`src/design/hls_lightness_saturation_adjust_assert.svh`:
```
// ----------------------------------------------------------------------------
// HLS adjuster assertion macros
// Concurrent assertion wrappers; they compile to nothing under synthesis.
// ----------------------------------------------------------------------------
`ifndef HLS_LIGHTNESS_SATURATION_ADJUST_ASSERT_SVH
`define HLS_LIGHTNESS_SATURATION_ADJUST_ASSERT_SVH

`ifndef SYNTHESIS
// The consequent must hold in the same cycle as the antecedent.
`define HLSA_ASSERT_IMP(lbl, ante, cons) \
	lbl: assert property (@(posedge clk) disable iff (!arst_n) (ante) |-> (cons)) \
		else $error("hls adjust: implication check failed");
// The condition must never be true.
`define HLSA_ASSERT_NEVER(lbl, cond) \
	lbl: assert property (@(posedge clk) disable iff (!arst_n) !(cond)) \
		else $error("hls adjust: forbidden condition seen");
`else
`define HLSA_ASSERT_IMP(lbl, ante, cons)
`define HLSA_ASSERT_NEVER(lbl, cond)
`endif

`endif

```
`src/design/hlsa_pkg.sv`:
```
// ----------------------------------------------------------------------------
// HLS adjuster package
// Shared types, fixed-point constants and small arithmetic helpers.
// ----------------------------------------------------------------------------
`default_nettype none

package hlsa_pkg;

	localparam int NUM_STAGES = 14;
	typedef logic [NUM_STAGES:1] stage_en_t;

	localparam logic REG_LIGHTNESS  = 1'b0;
	localparam logic REG_SATURATION = 1'b1;

	localparam logic signed [7:0] PCT_MAX = 8'sd100;
	localparam logic signed [7:0] PCT_MIN = -8'sd100;

	localparam int DIV_STEPS_PER_STAGE = 4;

	// Reciprocals for exact truncating division of bounded values.
	localparam logic [16:0] RECIP_100 = 17'd41944;   // 2^22 / 100, rounded up
	localparam logic [16:0] RECIP_360 = 17'd93207;   // 2^25 / 360, rounded up
	localparam logic [17:0] RECIP_255 = 18'd131587;  // 2^25 / 255, rounded up
	localparam logic [23:0] RECIP_60  = 24'd8947849; // 2^29 / 60, rounded up

	localparam logic [24:0] FULL_DEG = 25'd23592960; // 360 degrees in 16.16
	localparam logic [19:0] BASE_RED   = 20'd393216;
	localparam logic [19:0] BASE_GREEN = 20'd131072;
	localparam logic [19:0] BASE_BLUE  = 20'd262144;

	localparam logic signed [26:0] FULL_S  = 27'sd23592960;
	localparam logic signed [26:0] DEG60_S  = 27'sd3932160;
	localparam logic signed [26:0] DEG180_S = 27'sd11796480;
	localparam logic signed [26:0] DEG240_S = 27'sd15728640;

	localparam logic signed [23:0] OFS_RED   = 24'sd7864320;
	localparam logic signed [23:0] OFS_GREEN = 24'sd0;
	localparam logic signed [23:0] OFS_BLUE  = -24'sd7864320;

	localparam logic [1:0] SEG_RISE = 2'd0;
	localparam logic [1:0] SEG_HIGH = 2'd1;
	localparam logic [1:0] SEG_FALL = 2'd2;
	localparam logic [1:0] SEG_LOW  = 2'd3;

	typedef struct packed {
		logic [7:0]  rem;
		logic [16:0] quo;
	} div_state_t;

	typedef struct packed {
		logic [7:0] light;
		logic       bmax;
		logic       gmax;
		logic       dz;
	} fwd_side_t;

	typedef struct packed {
		logic [1:0]  seg;
		logic [21:0] rp;
	} chan_pos_t;

	function automatic logic signed [7:0] pct_clamp(input logic [7:0] raw);
		logic signed [7:0] s;
		s = signed'(raw);
		if (s < PCT_MIN) return PCT_MIN;
		if (s > PCT_MAX) return PCT_MAX;
		return s;
	endfunction

	function automatic logic [7:0] div100(input logic [14:0] n);
		logic [31:0] p;
		p = 32'(n) * 32'(RECIP_100);
		return p[29:22];
	endfunction

	// Numerator of the percent move: distance to white or the scaled value.
	function automatic logic [14:0] pct_num(input logic [7:0] v, input logic signed [7:0] p);
		logic [7:0] up;
		logic signed [7:0] dn;
		logic [14:0] a;
		logic [14:0] b;
		up = 8'd255 - v;
		dn = p + 8'sd100;
		a = '0;
		b = '0;
		if (p > 8'sd0) begin
			a = {7'b0, up};
			b = {8'b0, p[6:0]};
		end else if (p < 8'sd0) begin
			a = {7'b0, v};
			b = {8'b0, dn[6:0]};
		end
		return a * b;
	endfunction

	function automatic logic [7:0] pct_apply(input logic [7:0] v, input logic signed [7:0] p,
			input logic [14:0] num);
		logic [7:0] q;
		q = div100(num);
		if (p > 8'sd0) return v + q;
		if (p < 8'sd0) return q;
		return v;
	endfunction

	function automatic div_state_t div_steps(input div_state_t st, input logic [7:0] den);
		div_state_t nx;
		logic [8:0] t;
		nx = st;
		for (int i = 0; i < DIV_STEPS_PER_STAGE; i++) begin
			t = {nx.rem, 1'b0};
			if (t >= {1'b0, den}) begin
				nx.rem = 8'(t - {1'b0, den});
				nx.quo = {nx.quo[15:0], 1'b1};
			end else begin
				nx.rem = t[7:0];
				nx.quo = {nx.quo[15:0], 1'b0};
			end
		end
		return nx;
	endfunction

	// Wraps an offset hue into one turn and picks the ramp segment.
	function automatic chan_pos_t chan_pos(input logic [24:0] hu, input logic signed [23:0] ofs);
		logic signed [26:0] r;
		chan_pos_t p;
		r = signed'({2'b0, hu}) + 27'(ofs);
		if (r > FULL_S) r = r - FULL_S;
		else if (r < 27'sd0) r = r + FULL_S;
		if (r < DEG60_S) begin
			p.seg = SEG_RISE;
			p.rp = 22'(r);
		end else if (r < DEG180_S) begin
			p.seg = SEG_HIGH;
			p.rp = '0;
		end else if (r < DEG240_S) begin
			p.seg = SEG_FALL;
			p.rp = 22'(DEG240_S - r);
		end else begin
			p.seg = SEG_LOW;
			p.rp = '0;
		end
		return p;
	endfunction

endpackage

`default_nettype wire

```
`src/design/hlsa_back.sv`:
```
// ----------------------------------------------------------------------------
// HLS adjuster back path
// Hue, lightness, saturation back to RGB bytes (stages 9 to 14).
// ----------------------------------------------------------------------------
`default_nettype none

module hlsa_back (
	input  logic                clk,
	input  hlsa_pkg::stage_en_t en,
	input  logic [7:0]          hue,
	input  logic [7:0]          light,
	input  logic [7:0]          sat,
	output logic [7:0]          red,
	output logic [7:0]          green,
	output logic [7:0]          blue
);

	// Stage 9: x / 255 in 16.16 is 257 x plus a small correction.
	logic [16:0] a;
	logic [34:0] ar;

	assign a = 17'(hue) * 17'd360;
	assign ar = 35'(a) * 35'(hlsa_pkg::RECIP_255);

	logic [24:0] hu_s9, hu_s10;
	logic [16:0] lu_s9, sa_s9, lu_s10, sa_s10, t_s10;
	logic [7:0]  l_s9, l_s10;
	logic        gray_s9, gray_s10;

	always_ff @(posedge clk) begin
		if (en[9]) begin
			hu_s9 <= 25'(a) * 25'd257 + 25'(ar[33:25]);
			lu_s9 <= 17'(light) * 17'd257 + 17'(light == 8'd255);
			sa_s9 <= 17'(sat) * 17'd257 + 17'(sat == 8'd255);
			l_s9 <= light;
			gray_s9 <= (sat == 8'd0);
		end
	end

	logic [33:0] tp;
	assign tp = 34'(lu_s9) * 34'(sa_s9);

	always_ff @(posedge clk) begin
		if (en[10]) begin
			t_s10 <= tp[32:16];
			hu_s10 <= hu_s9;
			lu_s10 <= lu_s9;
			sa_s10 <= sa_s9;
			l_s10 <= l_s9;
			gray_s10 <= gray_s9;
		end
	end

	// Stage 11: the two ramp levels and each channel's place on the ramp.
	logic [17:0]        m2w;
	logic [16:0]        m2, m1;
	logic signed [18:0] m1s;

	always_comb begin
		if (l_s10 <= 8'd127) m2w = {1'b0, lu_s10} + {1'b0, t_s10};
		else m2w = {1'b0, lu_s10} + {1'b0, sa_s10} - {1'b0, t_s10};
		m2 = m2w[16:0];
		m1s = signed'({1'b0, lu_s10, 1'b0}) - signed'({2'b0, m2});
		m1 = (m1s < 19'sd0) ? 17'd0 : m1s[16:0];
	end

	logic [16:0]         m1_s11, m2_s11, dm_s11;
	hlsa_pkg::chan_pos_t pos_s11 [3];
	logic [7:0]          l_s11;
	logic                gray_s11;

	always_ff @(posedge clk) begin
		if (en[11]) begin
			m1_s11 <= m1;
			m2_s11 <= m2;
			dm_s11 <= m2 - m1;
			pos_s11[0] <= hlsa_pkg::chan_pos(hu_s10, hlsa_pkg::OFS_RED);
			pos_s11[1] <= hlsa_pkg::chan_pos(hu_s10, hlsa_pkg::OFS_GREEN);
			pos_s11[2] <= hlsa_pkg::chan_pos(hu_s10, hlsa_pkg::OFS_BLUE);
			l_s11 <= l_s10;
			gray_s11 <= gray_s10;
		end
	end

	// Stage 12: ramp product, scaled down by 2^16.
	logic [22:0] y_s12 [3];
	logic [1:0]  seg_s12 [3];
	logic [16:0] m1_s12, m2_s12;
	logic [7:0]  l_s12;
	logic        gray_s12;
	logic [38:0] yp [3];

	always_comb begin
		for (int c = 0; c < 3; c++) begin
			yp[c] = 39'(dm_s11) * 39'(pos_s11[c].rp);
		end
	end

	always_ff @(posedge clk) begin
		if (en[12]) begin
			for (int c = 0; c < 3; c++) begin
				y_s12[c] <= yp[c][38:16];
				seg_s12[c] <= pos_s11[c].seg;
			end
			m1_s12 <= m1_s11;
			m2_s12 <= m2_s11;
			l_s12 <= l_s11;
			gray_s12 <= gray_s11;
		end
	end

	// Stage 13: division by 60 and the channel level.
	logic [46:0] qp [3];
	logic [17:0] v [3];

	always_comb begin
		for (int c = 0; c < 3; c++) begin
			qp[c] = 47'(y_s12[c]) * 47'(hlsa_pkg::RECIP_60);
			case (seg_s12[c])
				hlsa_pkg::SEG_RISE, hlsa_pkg::SEG_FALL: v[c] = {1'b0, m1_s12} + qp[c][46:29];
				hlsa_pkg::SEG_HIGH: v[c] = {1'b0, m2_s12};
				default: v[c] = {1'b0, m1_s12};
			endcase
		end
	end

	logic [17:0] v_s13 [3];
	logic [7:0]  l_s13;
	logic        gray_s13;

	always_ff @(posedge clk) begin
		if (en[13]) begin
			for (int c = 0; c < 3; c++) begin
				v_s13[c] <= v[c];
			end
			l_s13 <= l_s12;
			gray_s13 <= gray_s12;
		end
	end

	// Stage 14: byte conversion, or gray at the lightness value.
	logic [25:0] bp [3];
	logic [7:0]  byt [3];

	always_comb begin
		for (int c = 0; c < 3; c++) begin
			bp[c] = {v_s13[c], 8'b0} - {8'b0, v_s13[c]};
			if (gray_s13) byt[c] = l_s13;
			else if (bp[c][25:24] != 2'b00) byt[c] = 8'd255;
			else byt[c] = bp[c][23:16];
		end
	end

	logic [7:0] out_s14 [3];

	always_ff @(posedge clk) begin
		if (en[14]) begin
			for (int c = 0; c < 3; c++) begin
				out_s14[c] <= byt[c];
			end
		end
	end

	assign red = out_s14[0];
	assign green = out_s14[1];
	assign blue = out_s14[2];

endmodule

`default_nettype wire

```
`config.mk`:
```
export PLATFORM = sky130hd
export DESIGN_NAME = hlsa_back
export DESIGN_NICKNAME = d
export VERILOG_FILES = /design/src/design/hls_lightness_saturation_adjust_assert.svh /design/src/design/hlsa_pkg.sv /design/src/design/hlsa_back.sv
export SDC_FILE = /design/constraint.sdc
export NUM_CORES = 2
export LEC_CHECK = 0
export BUFFER_PORTS_ARGS = -buffer_cell sky130_fd_sc_hd__buf_2
export CAP_MARGIN = 10
export CORE_ASPECT_RATIO = 0.5
export CORE_MARGIN = 2
export CORE_UTILIZATION = 40
export CTS_CLUSTER_SIZE = 24
export DETAILED_ROUTE_END_ITERATION = 6
export GPL_TIMING_DRIVEN = 0
export PLACE_DENSITY_LB_ADDON = 0.3
export SYNTH_ARGS = -nofsm -noshare
export SYNTH_HDL_FRONTEND = slang
export SYNTH_SLANG_ARGS = --single-unit
```
`constraint.sdc`:
```
create_clock -name clk -period 9.97 [get_ports clk]
set_input_delay 1.4955 -clock clk [delete_from_list [all_inputs] [get_ports clk]]
set_output_delay 1.4955 -clock clk [all_outputs]
set_load 0.01 [all_outputs]
```
==> results.md <==
- Status: finished clean
- Post-synthesis mux area share: less than 1%
- Die width: between 600 and 700 um
- Global route hottest layer: met2
- Worst Setup End Kind: flop
- Setup violations, final: 0
- Slew headroom: between 6 and 7%
- Clock buffer depth: 3
- Unique masters post-synth: 95
- Synth Register Bits: 490
- Share of layout cells above drive strength 1: 2.66%
- Total GRT Usage: 22.3%
- I/O Buffers: 53
- RSZ-0062 raised after global routing: false
- Vias per cell: 5.21
- M2 GR Usage: 33.4%
- # H-tree levels: 2
- Root Buffer: clkbuf_16
- Worst-Skew Late Latency: 0.68 ns
- Num CTS Buffers: 55
- Post-layout util: between 40 and 50%
- First-pass GRT wire length: about 380,000 um
- Final WL: about 240,000 um
- Yosys top cell by area: fa_1
- Most instantiated cells after synthesis: inv_1, fa_1, nand2_1, ha_1, edfxtp_1
- First-pass DRT Iterations: 5
- Initial antenna violation count: 19
- Max Freq: between 100 and 150 MHz
- Synth Area in Simple Gates: 13.2%
- 1st-iter DRT viols: 5,375
- Total Nets Final: approximately 12,000
- Hold Fails Final Rpt: 0
- Hold WC Path Type: flop to flop
- Top FF cell, synth: edfxtp_1
- WS Path Type: flop to flop
- Slew @ Worst Pin: 1.40 ns
- Most used standard cell by instance count after synthesis: inv_1
- Max-cap violations: 0
- Die area: between 200,000 and 250,000 um2
- Fin crit share: 96.3%
- Sequential element share of the synthesized area: 17.2%
- Layout area overhead: 7.01%
- Die Height: 331 um
- Number of top-level pins: between 60 and 70
- Fraction of registers with async set/reset: 0%
- Vias in the first global route: ~63,000
- Number of synthesized flops with an enable pin: 490
- Largest family of logic cells by synthesized area: adder cells
- Slew Limit Fails: 0
- Core Footprint: between 200,000 and 250,000 um2
- Req. time, crit path: around 10 ns
- Core Rows: 120
- Clock skew: 0.0277 ns
- Register area: 14,700 um2
- Tmin final: just under 10 ns
- RePlAce Congestion: 0.958
- Wire length per cell: just over 20 um
- Area of the multi-input gates: roughly 63,000 um2
- Global Route met1 Usage: approximately 33%
- Synth top area share: 31.4%
- Remaining Overflow, GRT: 0
- Compound-gate portion of the synthesized area: 7.21%
- Yosys warns: 0
- Post-synthesis xor/xnor area fraction: 3.21%
- Syn Inst Count: about 8,900
- Clock transition at path regs: roughly 0.060 ns
- WP data arrival: between 10 and 15 ns
- Post-route antenna net violation count: 0
- CTS tree: yes
- Adder-Cell Fraction of Synth Area: between 40 and 50%
- Fillers: 20,782
- Starting Density: approximately 40%
- Vias: 62,219
- CP startpoint kind: flop
- DRC viols: 0
- Most area-consuming cells after synthesis: fa_1, ha_1, edfxtp_1, inv_1, nand2_1
- Avg Synthesized Cell Area: 9.61 um2
- Crit path max fanout: 10
- Post-Syn Area: approximately 86,000 um2
- Clock sinks: 490
- Syn_nets: 11,489
- Post-DP HPWL: between 200,000 and 250,000 um
- Largest net degree at the start of global routing: 87
- GR Util met3: between 4 and 5%
## metrics by stage
stage / TNS (ns) / cells / setup WS (ns) / area (um2) / hold slack [ns]
finish: 0 / 11953 / 0.367 / 91700 / 0.413
global route: 0 / 11949 / 0.0477 / 91700 / 0.418
CTS: 0 / 11943 / 0.120 / 91600 / 0.397
detailed placement: -14.18 / 11839 / -1.42 / 89700 / 0.405
global placement: -13.69 / 11832 / -1.38 / 89500 / 0.401
floorplan: 0 / 8912 / 0.202 / 85700 / 0.400
## worst max-delay path: stages, from the launching register on
cell,delay (ns)
edfxtp_1,0.40
clkbuf_1,0.99
clkbuf_1,1.09
nand2_1,0.16
fa_1,0.55
inv_1,0.05
fa_1,0.47
inv_1,0.06
fa_1,0.50
fa_1,0.53
fa_1,0.49
inv_1,0.04
fa_1,0.44
ha_1,0.40
a21o_1,0.15
a21oi_1,0.06
nor2b_1,0.34
a2111oi_0,0.20
o41ai_1,1.17
a211oi_1,0.24
o21ai_0,0.39
a2111oi_0,0.18
nor3_1,0.31
xnor2_1,0.11
## repair_timing
item                                    in CTS  in global routing
pin swaps                                    2                  6
gates resized for setup                      9                 14
hold buffers                                 0                  0
buffers inserted                             2                  4
endpoints found under the setup margin      13                 11
## layer usage
metal  share of wire (%)  routed length, um  vias up
li1                    -                  -    28548
met4                 2.7               6600        8
met1                  46             111000    31043
met5               0.024                 57        -
met3                 9.4              22700      361
met2                  42             102000     2259
## final cells by class
type                       instances  share of cell area, %
buffer                           330                   1.43
clock inverter                    37                  0.444
timing repair buffer              68                  0.536
clock buffer                      65                   1.54
tap                             2867                   3.91
inverter                        1828                   7.48
multi-input combinational       6264                   68.6
sequential                       490                   16.1
antenna                            4                 0.0109
## worst paths after layout
kind / depth (start not counted) / from / slack [ns] / endpoint
setup / recovery: 23 / dm_s11[7] / 0.37 / y_s12[0][22]
hold / removal: 0 / l_s12[4] / 0.41 / l_s13[4]
setup reg to reg: 23 / dm_s11[7] / 0.37 / y_s12[0][22]
hold reg to reg: 0 / l_s12[4] / 0.41 / l_s13[4]
## state kept, by name, summed over array words and instances (netlist names), 6 cells and up
register  cells
pos_s11      72
t_s10        17
l_s9          8
sa_s9        17
m2_s11       17
l_s12         8
lu_s10       17
sa_s10       17
m1_s12       17
hu_s9        25
l_s10         8
out_s14      24
v_s13        54
l_s11         8
l_s13         8
y_s12        69
hu_s10       25
seg_s12       6
lu_s9        17
m1_s11       17
m2_s12       17
dm_s11       17
## placed cells by master, fill, tap and decap left out, drive strengths merged, types with 105 or more instances in the layout
cell type / netlist / final
a21o: 105 / 105
a21oi: 305 / 305
and2: 465 / 465
clkbuf: 294 / 361
edfxtp: 490 / 490
fa: 1345 / 1345
ha: 1193 / 1193
inv: 1827 / 1837
nand2: 1203 / 1203
nor2: 258 / 258
o21ai: 150 / 150
xnor2: 211 / 211
## cells by family after synthesis
logic type	Yosys count
multiplexers	69
other	1
XOR/XNOR	309
adder cells (fa/ha/maj)	2538
buffers and inverters	2158
flip-flops	490
AND/OR/NAND/NOR	2396
AO/OA/AOI/OAI	951
Power is left out: the tool's default activity adds up to more than one toggle a clock period on the data nets, which glitch-free logic cannot reach.
