**src/design/hls_lightness_saturation_adjust_assert.svh**
```systemverilog
// ----------------------------------------------------------------------------
// HLS adjuster assertion macros
// Concurrent assertion wrappers; they compile to nothing under synthesis.
// ----------------------------------------------------------------------------
`ifndef HLS_LIGHTNESS_SATURATION_ADJUST_ASSERT_SVH
`define HLS_LIGHTNESS_SATURATION_ADJUST_ASSERT_SVH

`ifndef SYNTHESIS
// The consequent must hold in the same cycle as the antecedent.
`define HLSA_ASSERT_IMP(lbl, ante, cons) \
	lbl: assert property (@(posedge clk) disable iff (!arst_n) (ante) |-> (cons)) \
		else $error("hls adjust: implication check failed");
// The condition must never be true.
`define HLSA_ASSERT_NEVER(lbl, cond) \
	lbl: assert property (@(posedge clk) disable iff (!arst_n) !(cond)) \
		else $error("hls adjust: forbidden condition seen");
`else
`define HLSA_ASSERT_IMP(lbl, ante, cons)
`define HLSA_ASSERT_NEVER(lbl, cond)
`endif

`endif

```
**src/design/hlsa_pkg.sv**
```systemverilog
// ----------------------------------------------------------------------------
// HLS adjuster package
// Shared types, fixed-point constants and small arithmetic helpers.
// ----------------------------------------------------------------------------
`default_nettype none

package hlsa_pkg;

	localparam int NUM_STAGES = 14;
	typedef logic [NUM_STAGES:1] stage_en_t;

	localparam logic REG_LIGHTNESS  = 1'b0;
	localparam logic REG_SATURATION = 1'b1;

	localparam logic signed [7:0] PCT_MAX = 8'sd100;
	localparam logic signed [7:0] PCT_MIN = -8'sd100;

	localparam int DIV_STEPS_PER_STAGE = 4;

	// Reciprocals for exact truncating division of bounded values.
	localparam logic [16:0] RECIP_100 = 17'd41944;   // 2^22 / 100, rounded up
	localparam logic [16:0] RECIP_360 = 17'd93207;   // 2^25 / 360, rounded up
	localparam logic [17:0] RECIP_255 = 18'd131587;  // 2^25 / 255, rounded up
	localparam logic [23:0] RECIP_60  = 24'd8947849; // 2^29 / 60, rounded up

	localparam logic [24:0] FULL_DEG = 25'd23592960; // 360 degrees in 16.16
	localparam logic [19:0] BASE_RED   = 20'd393216;
	localparam logic [19:0] BASE_GREEN = 20'd131072;
	localparam logic [19:0] BASE_BLUE  = 20'd262144;

	localparam logic signed [26:0] FULL_S  = 27'sd23592960;
	localparam logic signed [26:0] DEG60_S  = 27'sd3932160;
	localparam logic signed [26:0] DEG180_S = 27'sd11796480;
	localparam logic signed [26:0] DEG240_S = 27'sd15728640;

	localparam logic signed [23:0] OFS_RED   = 24'sd7864320;
	localparam logic signed [23:0] OFS_GREEN = 24'sd0;
	localparam logic signed [23:0] OFS_BLUE  = -24'sd7864320;

	localparam logic [1:0] SEG_RISE = 2'd0;
	localparam logic [1:0] SEG_HIGH = 2'd1;
	localparam logic [1:0] SEG_FALL = 2'd2;
	localparam logic [1:0] SEG_LOW  = 2'd3;

	typedef struct packed {
		logic [7:0]  rem;
		logic [16:0] quo;
	} div_state_t;

	typedef struct packed {
		logic [7:0] light;
		logic       bmax;
		logic       gmax;
		logic       dz;
	} fwd_side_t;

	typedef struct packed {
		logic [1:0]  seg;
		logic [21:0] rp;
	} chan_pos_t;

	function automatic logic signed [7:0] pct_clamp(input logic [7:0] raw);
		logic signed [7:0] s;
		s = signed'(raw);
		if (s < PCT_MIN) return PCT_MIN;
		if (s > PCT_MAX) return PCT_MAX;
		return s;
	endfunction

	function automatic logic [7:0] div100(input logic [14:0] n);
		logic [31:0] p;
		p = 32'(n) * 32'(RECIP_100);
		return p[29:22];
	endfunction

	// Numerator of the percent move: distance to white or the scaled value.
	function automatic logic [14:0] pct_num(input logic [7:0] v, input logic signed [7:0] p);
		logic [7:0] up;
		logic signed [7:0] dn;
		logic [14:0] a;
		logic [14:0] b;
		up = 8'd255 - v;
		dn = p + 8'sd100;
		a = '0;
		b = '0;
		if (p > 8'sd0) begin
			a = {7'b0, up};
			b = {8'b0, p[6:0]};
		end else if (p < 8'sd0) begin
			a = {7'b0, v};
			b = {8'b0, dn[6:0]};
		end
		return a * b;
	endfunction

	function automatic logic [7:0] pct_apply(input logic [7:0] v, input logic signed [7:0] p,
			input logic [14:0] num);
		logic [7:0] q;
		q = div100(num);
		if (p > 8'sd0) return v + q;
		if (p < 8'sd0) return q;
		return v;
	endfunction

	function automatic div_state_t div_steps(input div_state_t st, input logic [7:0] den);
		div_state_t nx;
		logic [8:0] t;
		nx = st;
		for (int i = 0; i < DIV_STEPS_PER_STAGE; i++) begin
			t = {nx.rem, 1'b0};
			if (t >= {1'b0, den}) begin
				nx.rem = 8'(t - {1'b0, den});
				nx.quo = {nx.quo[15:0], 1'b1};
			end else begin
				nx.rem = t[7:0];
				nx.quo = {nx.quo[15:0], 1'b0};
			end
		end
		return nx;
	endfunction

	// Wraps an offset hue into one turn and picks the ramp segment.
	function automatic chan_pos_t chan_pos(input logic [24:0] hu, input logic signed [23:0] ofs);
		logic signed [26:0] r;
		chan_pos_t p;
		r = signed'({2'b0, hu}) + 27'(ofs);
		if (r > FULL_S) r = r - FULL_S;
		else if (r < 27'sd0) r = r + FULL_S;
		if (r < DEG60_S) begin
			p.seg = SEG_RISE;
			p.rp = 22'(r);
		end else if (r < DEG180_S) begin
			p.seg = SEG_HIGH;
			p.rp = '0;
		end else if (r < DEG240_S) begin
			p.seg = SEG_FALL;
			p.rp = 22'(DEG240_S - r);
		end else begin
			p.seg = SEG_LOW;
			p.rp = '0;
		end
		return p;
	endfunction

endpackage

`default_nettype wire

```
**src/design/hlsa_div.sv**
```systemverilog
// ----------------------------------------------------------------------------
// HLS adjuster divider lane
// Pipelined long division (num << 16) / den for num <= den, four bits a stage.
// ----------------------------------------------------------------------------
`default_nettype none

module hlsa_div (
	input  logic        clk,
	input  logic [3:0]  en,
	input  logic [7:0]  num,
	input  logic [7:0]  den,
	output logic [16:0] quo
);

	hlsa_pkg::div_state_t st_s [1:4];
	logic [7:0]           den_s [1:3];
	hlsa_pkg::div_state_t st_in [1:4];
	logic [7:0]           den_in [1:4];

	// The top quotient bit is set only when numerator equals divisor.
	assign st_in[1]  = {((num == den) ? 8'd0 : num), {16'b0, (num == den)}};
	assign den_in[1] = den;

	for (genvar k = 2; k <= 4; k++) begin : g_link
		assign st_in[k]  = st_s[k-1];
		assign den_in[k] = den_s[k-1];
	end

	for (genvar k = 1; k <= 4; k++) begin : g_stage
		always_ff @(posedge clk) begin
			if (en[k-1]) begin
				st_s[k] <= hlsa_pkg::div_steps(st_in[k], den_in[k]);
			end
		end
	end

	// The divisor only travels as far as the last stage that needs it.
	for (genvar k = 1; k <= 3; k++) begin : g_den
		always_ff @(posedge clk) begin
			if (en[k-1]) begin
				den_s[k] <= den_in[k];
			end
		end
	end

	assign quo = st_s[4].quo;

endmodule

`default_nettype wire

```
**src/design/hlsa_fwd.sv**
```systemverilog
// ----------------------------------------------------------------------------
// HLS adjuster forward path
// RGB to hue, lightness, saturation, then the percent moves (stages 1 to 8).
// ----------------------------------------------------------------------------
`default_nettype none

module hlsa_fwd (
	input  logic                     clk,
	input  hlsa_pkg::stage_en_t      en,
	input  logic [7:0]               red,
	input  logic [7:0]               green,
	input  logic [7:0]               blue,
	input  logic signed [7:0]        l_pct,
	input  logic signed [7:0]        s_pct,
	output logic [7:0]               hue,
	output logic [7:0]               light,
	output logic [7:0]               sat
);

	logic [7:0] mx, mn, dd, qd;
	logic [8:0] sm;

	always_comb begin
		mx = red;
		if (green > mx) mx = green;
		if (blue > mx) mx = blue;
		mn = red;
		if (green < mn) mn = green;
		if (blue < mn) mn = blue;
		dd = mx - mn;
		sm = {1'b0, mx} + {1'b0, mn};
		qd = (sm <= 9'd255) ? sm[7:0] : 8'(9'd510 - sm);
	end

	logic [7:0] xr_s1, xg_s1, xb_s1, d_s1, q_s1;
	hlsa_pkg::fwd_side_t side_s1, side_s2, side_s3, side_s4, side_s5;

	always_ff @(posedge clk) begin
		if (en[1]) begin
			xr_s1 <= mx - red;
			xg_s1 <= mx - green;
			xb_s1 <= mx - blue;
			d_s1 <= dd;
			q_s1 <= qd;
			side_s1.light <= sm[8:1];
			side_s1.bmax <= (blue == mx);
			side_s1.gmax <= (green == mx);
			side_s1.dz <= (dd == 8'd0);
		end
	end

	logic [16:0] nr, ng, nb, ns;

	hlsa_div u_div_r (.clk(clk), .en(en[5:2]), .num(xr_s1), .den(d_s1), .quo(nr));
	hlsa_div u_div_g (.clk(clk), .en(en[5:2]), .num(xg_s1), .den(d_s1), .quo(ng));
	hlsa_div u_div_b (.clk(clk), .en(en[5:2]), .num(xb_s1), .den(d_s1), .quo(nb));
	hlsa_div u_div_s (.clk(clk), .en(en[5:2]), .num(d_s1), .den(q_s1), .quo(ns));

	always_ff @(posedge clk) begin
		if (en[2]) side_s2 <= side_s1;
		if (en[3]) side_s3 <= side_s2;
		if (en[4]) side_s4 <= side_s3;
		if (en[5]) side_s5 <= side_s4;
	end

	// Stage 6: hue in 16.16 degrees, saturation byte, lightness numerator.
	logic [19:0] base;
	logic [25:0] hue60;
	logic [24:0] hue_w, sprod;
	logic [8:0]  sfix;

	always_comb begin
		if (side_s5.bmax) base = hlsa_pkg::BASE_BLUE + 20'(ng) - 20'(nr);
		else if (side_s5.gmax) base = hlsa_pkg::BASE_GREEN + 20'(nr) - 20'(nb);
		else base = hlsa_pkg::BASE_RED + 20'(nb) - 20'(ng);
		hue60 = {base, 6'b0} - {4'b0, base, 2'b0};
		if (hue60 > 26'(hlsa_pkg::FULL_DEG)) hue_w = 25'(hue60 - 26'(hlsa_pkg::FULL_DEG));
		else hue_w = 25'(hue60);
		sprod = {ns, 8'b0} - {8'b0, ns};
		sfix = sprod[24:16];
	end

	logic [24:0] hue_s6;
	logic [7:0]  s_s6, l_s6;
	logic [14:0] lnum_s6;
	logic        dz_s6;

	always_ff @(posedge clk) begin
		if (en[6]) begin
			hue_s6 <= hue_w;
			s_s6 <= side_s5.dz ? 8'd0 : (sfix[8] ? 8'd255 : sfix[7:0]);
			l_s6 <= side_s5.light;
			lnum_s6 <= hlsa_pkg::pct_num(side_s5.light, l_pct);
			dz_s6 <= side_s5.dz;
		end
	end

	// Stage 7: hue scaled by 255, lightness finished, saturation numerator.
	logic [32:0] hprod;
	assign hprod = {hue_s6, 8'b0} - {8'b0, hue_s6};

	logic [16:0] hx_s7;
	logic [7:0]  l_s7, s_s7;
	logic [14:0] snum_s7;
	logic        dz_s7;

	always_ff @(posedge clk) begin
		if (en[7]) begin
			hx_s7 <= hprod[32:16];
			l_s7 <= hlsa_pkg::pct_apply(l_s6, l_pct, lnum_s6);
			snum_s7 <= hlsa_pkg::pct_num(s_s6, s_pct);
			s_s7 <= s_s6;
			dz_s7 <= dz_s6;
		end
	end

	// Stage 8: hue byte by division by 360, saturation finished.
	logic [33:0] hq;
	assign hq = 34'(hx_s7) * 34'(hlsa_pkg::RECIP_360);

	logic [7:0] h_s8, l_s8, s_s8;

	always_ff @(posedge clk) begin
		if (en[8]) begin
			h_s8 <= dz_s7 ? 8'd0 : hq[32:25];
			l_s8 <= l_s7;
			s_s8 <= hlsa_pkg::pct_apply(s_s7, s_pct, snum_s7);
		end
	end

	assign hue = h_s8;
	assign light = l_s8;
	assign sat = s_s8;

endmodule

`default_nettype wire

```
**config.mk**
```make
export PLATFORM = sky130hd
export DESIGN_NAME = hlsa_fwd
export DESIGN_NICKNAME = d
export VERILOG_FILES = /design/src/design/hls_lightness_saturation_adjust_assert.svh /design/src/design/hlsa_pkg.sv /design/src/design/hlsa_div.sv /design/src/design/hlsa_fwd.sv
export SDC_FILE = /design/constraint.sdc
export NUM_CORES = 2
export LEC_CHECK = 0
export ABC_AREA = 1
export BUFFER_PORTS_ARGS = -buffer_cell sky130_fd_sc_hd__buf_2
export CAP_MARGIN = 20
export CORE_MARGIN = 1.5
export CORE_UTILIZATION = 35
export CTS_BUF_LIST = sky130_fd_sc_hd__clkbuf_8
export CTS_CLUSTER_DIAMETER = 120
export DETAILED_ROUTE_END_ITERATION = 16
export GPL_ROUTABILITY_DRIVEN = 0
export GPL_TIMING_DRIVEN = 0
export SYNTH_ARGS = -nofsm -noshare
export SYNTH_HDL_FRONTEND = slang
export SYNTH_SLANG_ARGS = --single-unit
```
**constraint.sdc**
```tcl
create_clock -name clk -period 13.9 [get_ports clk]
set_input_delay 2.78 -clock clk [delete_from_list [all_inputs] [get_ports clk]]
set_output_delay 2.78 -clock clk [all_outputs]
set_load 0.03 [all_outputs]
```
==> key figures <==
Floorplan
  – Row cnt: 157
  – Die width: 434 um
  – Core area: about 180000 um2
  – Initial Utilization: a little over a third
  – I/O pins: around 80
  – Chip height: between 400 and 500 um
  – Die area: about 190000 um2

Global route
  – First-pass GRT wire length: 258000 um
  – Largest net degree at the start of global routing: 74
  – Total global routing overflow: 0
  – Vias in the first global route: around 52000
  – Initial antenna violation count: 2
  – Total GRT Usage: approximately 17%

Yosys
  – Most instantiated library cell after synthesis: nand2_1
  – Avg Cell Area, Syn: approximately 8 um2
  – Post-synthesis sequential area ratio: between 20% and 30%
  – Post-synth top area share: around a quarter
  – Post-synthesis net count: 9352
  – Top_reg_cell synth: edfxtp_1
  – Top cells by area, synth: edfxtp_1, ha_1, fa_1
  – Synthesized instance count: ~8000
  – Netlist cell types: 74
  – Synthesized area: approximately 65000 um2
  – Share of flip-flops with an asynchronous set or reset: 0%
  – Synth area leader: edfxtp_1
  – Commonest cells post-synth: nand2_1, inv_1, ha_1
  – YS warnings: 0
  – Register bit total from synthesis: roughly 540
  – Post-synth EDFFs: about 540

Cells and area
  – Core Util, Final: between 30% and 40%
  – Layout cell share with drive strength beyond 1: between 6 and 7%
  – Area grow syn2layout: 8.72%
  – Nets: between 9000 and 10000
  – Register Area: 16200 um2
  – Multi-input gate area: between 40000 and 50000 um2
  – Fillers: around 19000

Setup path
  – WP data arrival: 10.62 ns
  – Crit end category: flip-flop
  – Worst EP required: between 10 and 15 ns
  – Setup Crit Path Kind: flip-flop to flip-flop
  – Worst-path fanout max: 15
  – Worst Setup Start Kind: flip-flop
  – Reg2reg setup slack: about 3.8 ns
  – Most frequent CP cell: nand2_1
  – Critical path's slowest cell: inv_1
  – Crit-path max cell delay: about 0.8 ns

Clock tree
  – Post-CTS Setup Repair Bufs: 0
  – Reg clk slew, reported paths: about 0.060 ns
  – Worst-Skew Late Latency: 0.82 ns
  – CTS Hold Bufs: 0
  – Post-CTS sizing: 0
  – H-tree levels: 3
  – CTS Buf Count: between 90 and 100
  – TritonCTS clock tree: done
  – CTS max path bufs: 3
  – Root Buffer: clkbuf_8
  – Clk sinks: approximately 540

Routing
  – Router iterations before antenna repair: 8
  – Highest Signal Layer: met5
  – Met2 WL: roughly 74000 um
  – Antenna-violating nets left: 0
  – WL/cell: ~15 um
  – Via count: ~52000
  – DR iter-0 viols: approximately 2700
  – Detailed-route DRC error count: 0
  – WL met3: roughly 5300 um
  – M1 WL: just over 70000 um
  – Overall routed net length: approximately 160000 um
  – Vias/cell: 4.90

Worst hold path
  – HP Class: flip-flop to flip-flop

STA
  – Max-slew violation count: 0
  – Relative slew margins: about 22%
  – Layout Skew: around 0.063 ns
  – Hold Vio Cnt, Final: 0
  – Tcrit/Tclk final: 72.5%
  – RSZ-0062 raised after global routing: false
  – Actual slew at the worst max-slew pin: between 1 and 1.5 ns
  – Setup TNS: 0 ns
  – Peak Freq: around 0.1 GHz
  – Final setup viols: 0
  – Post-route minimum period: 10.08 ns

Placement
  – Port bufs: just over 70
  – Placed wire-length estimate: about 130000 um

Job
  – Max_cap viols: 0

Outcome
  – Outcome: finished, final reports clean
## routing by layer
layer / global-route usage (%) / vias to the layer above
met5: 0 / -
met3: 1.90 / 249
li1: - / 26703
met2: 28.9 / 908
met1: 21.3 / 24360
met4: 5.41 / 2
## layout make-up
class	instances	share of cell area, %
Antenna cell	2	0.00709
Buffer	72	0.714
Clock buffer	99	1.93
Clock inverter	79	0.884
Inverter	1415	7.56
Multi-Input combinational cell	5913	60.8
Sequential cell	539	22.9
Tap cell	2464	4.37
Timing Repair Buffer	82	0.836
## cell usage in the layout (no fill, tap or decap), types with 9 or more instances in the layout
cell      netlist  routed
o21ai_0       387     386
nand2_1      1466    1466
nor4_1         35      35
o211ai_1       17      17
nor3_1         81      81
fa_1          308     308
nor2_1        568     568
ha_1         1050    1050
xnor2_1       160     160
nor2_2         12      12
inv_2          29      29
clkbuf_8        0      99
nand3_1       268     268
o21bai_1       55      55
a21o_1         40      40
o31ai_1         9       9
buf_6          21      21
a21oi_2        26      26
a21oi_1       619     619
clkinv_2        2      15
or2_2          62      62
edfxtp_1      539     539
xor2_1        340     340
a211oi_1       26      26
inv_1        1371    1391
o21a_1         20      20
clkinv_1        5      33
nand3b_1       22      22
buf_4          16      21
nand3_2        20      20
a31oi_1        19      19
nand4_1        83      83
o21ai_1        79      80
buf_2          13      81
clkbuf_1       15      15
nand2_2        45      45
## worst paths after layout
| check | startpoint | end | depth (start not counted) |
|---|---|---|---|
| setup / recovery | d_s1[6] | u_div_b.st_s[0][46] | 55 |
| hold / removal | u_div_r.st_s[0][78] | u_div_r.st_s[0][107] | 0 |
| hold reg to reg | u_div_r.st_s[0][78] | u_div_r.st_s[0][107] | 0 |
| setup reg to reg | d_s1[6] | u_div_b.st_s[0][46] | 55 |
## critical path, delay by kind of cell (launching register included)
kind / cells / cell delay [ns]
AOI/OAI and AO/OA: 21 / 3.77
adders and majority gates: 4 / 1.32
buffers and inverters: 7 / 1.35
DFF: 1 / 0.64
and+or+nand+nor: 23 / 2.62
## stage by stage
stage | setup WS (ns) | instances | hold WS [ns] | cell area, um2
2_1_floorplan | 5.16 | 7939 | 0.400 | 64900
3_3_place_gp | 3.76 | 10475 | 0.402 | 68400
5_1_grt | 2.93 | 10664 | 0.417 | 70600
4_1_cts | 3.92 | 10661 | 0.409 | 70600
3_5_place_dp | 3.77 | 10483 | 0.405 | 68600
6_report | 3.82 | 10665 | 0.406 | 70600
## sequential cells by signal (all words and copies together) (netlist names), 11 cells and up
register and count:
hx_s7 17, side_s3 11, side_s2 11, u_div_s.st_s 68
side_s5 11, side_s1 11, lnum_s6 15, hue_s6 23
u_div_b.den_s 14, u_div_b.st_s 68, u_div_r.st_s 68, u_div_g.st_s 68
side_s4 11, u_div_s.den_s 24, snum_s7 15
## cells by family after synthesis
family / after synthesis / share of synthesized area, %
fa+ha+maj: 1358 / 29.7
buf+inv: 1487 / 8.99
compound gates: 1350 / 11.6
xor+xnor: 500 / 6.74
simple gates: 2705 / 18.0
flops: 539 / 24.9
Power is left out: the tool's default activity adds up to more than one toggle a clock period on the data nets, which glitch-free logic cannot reach.
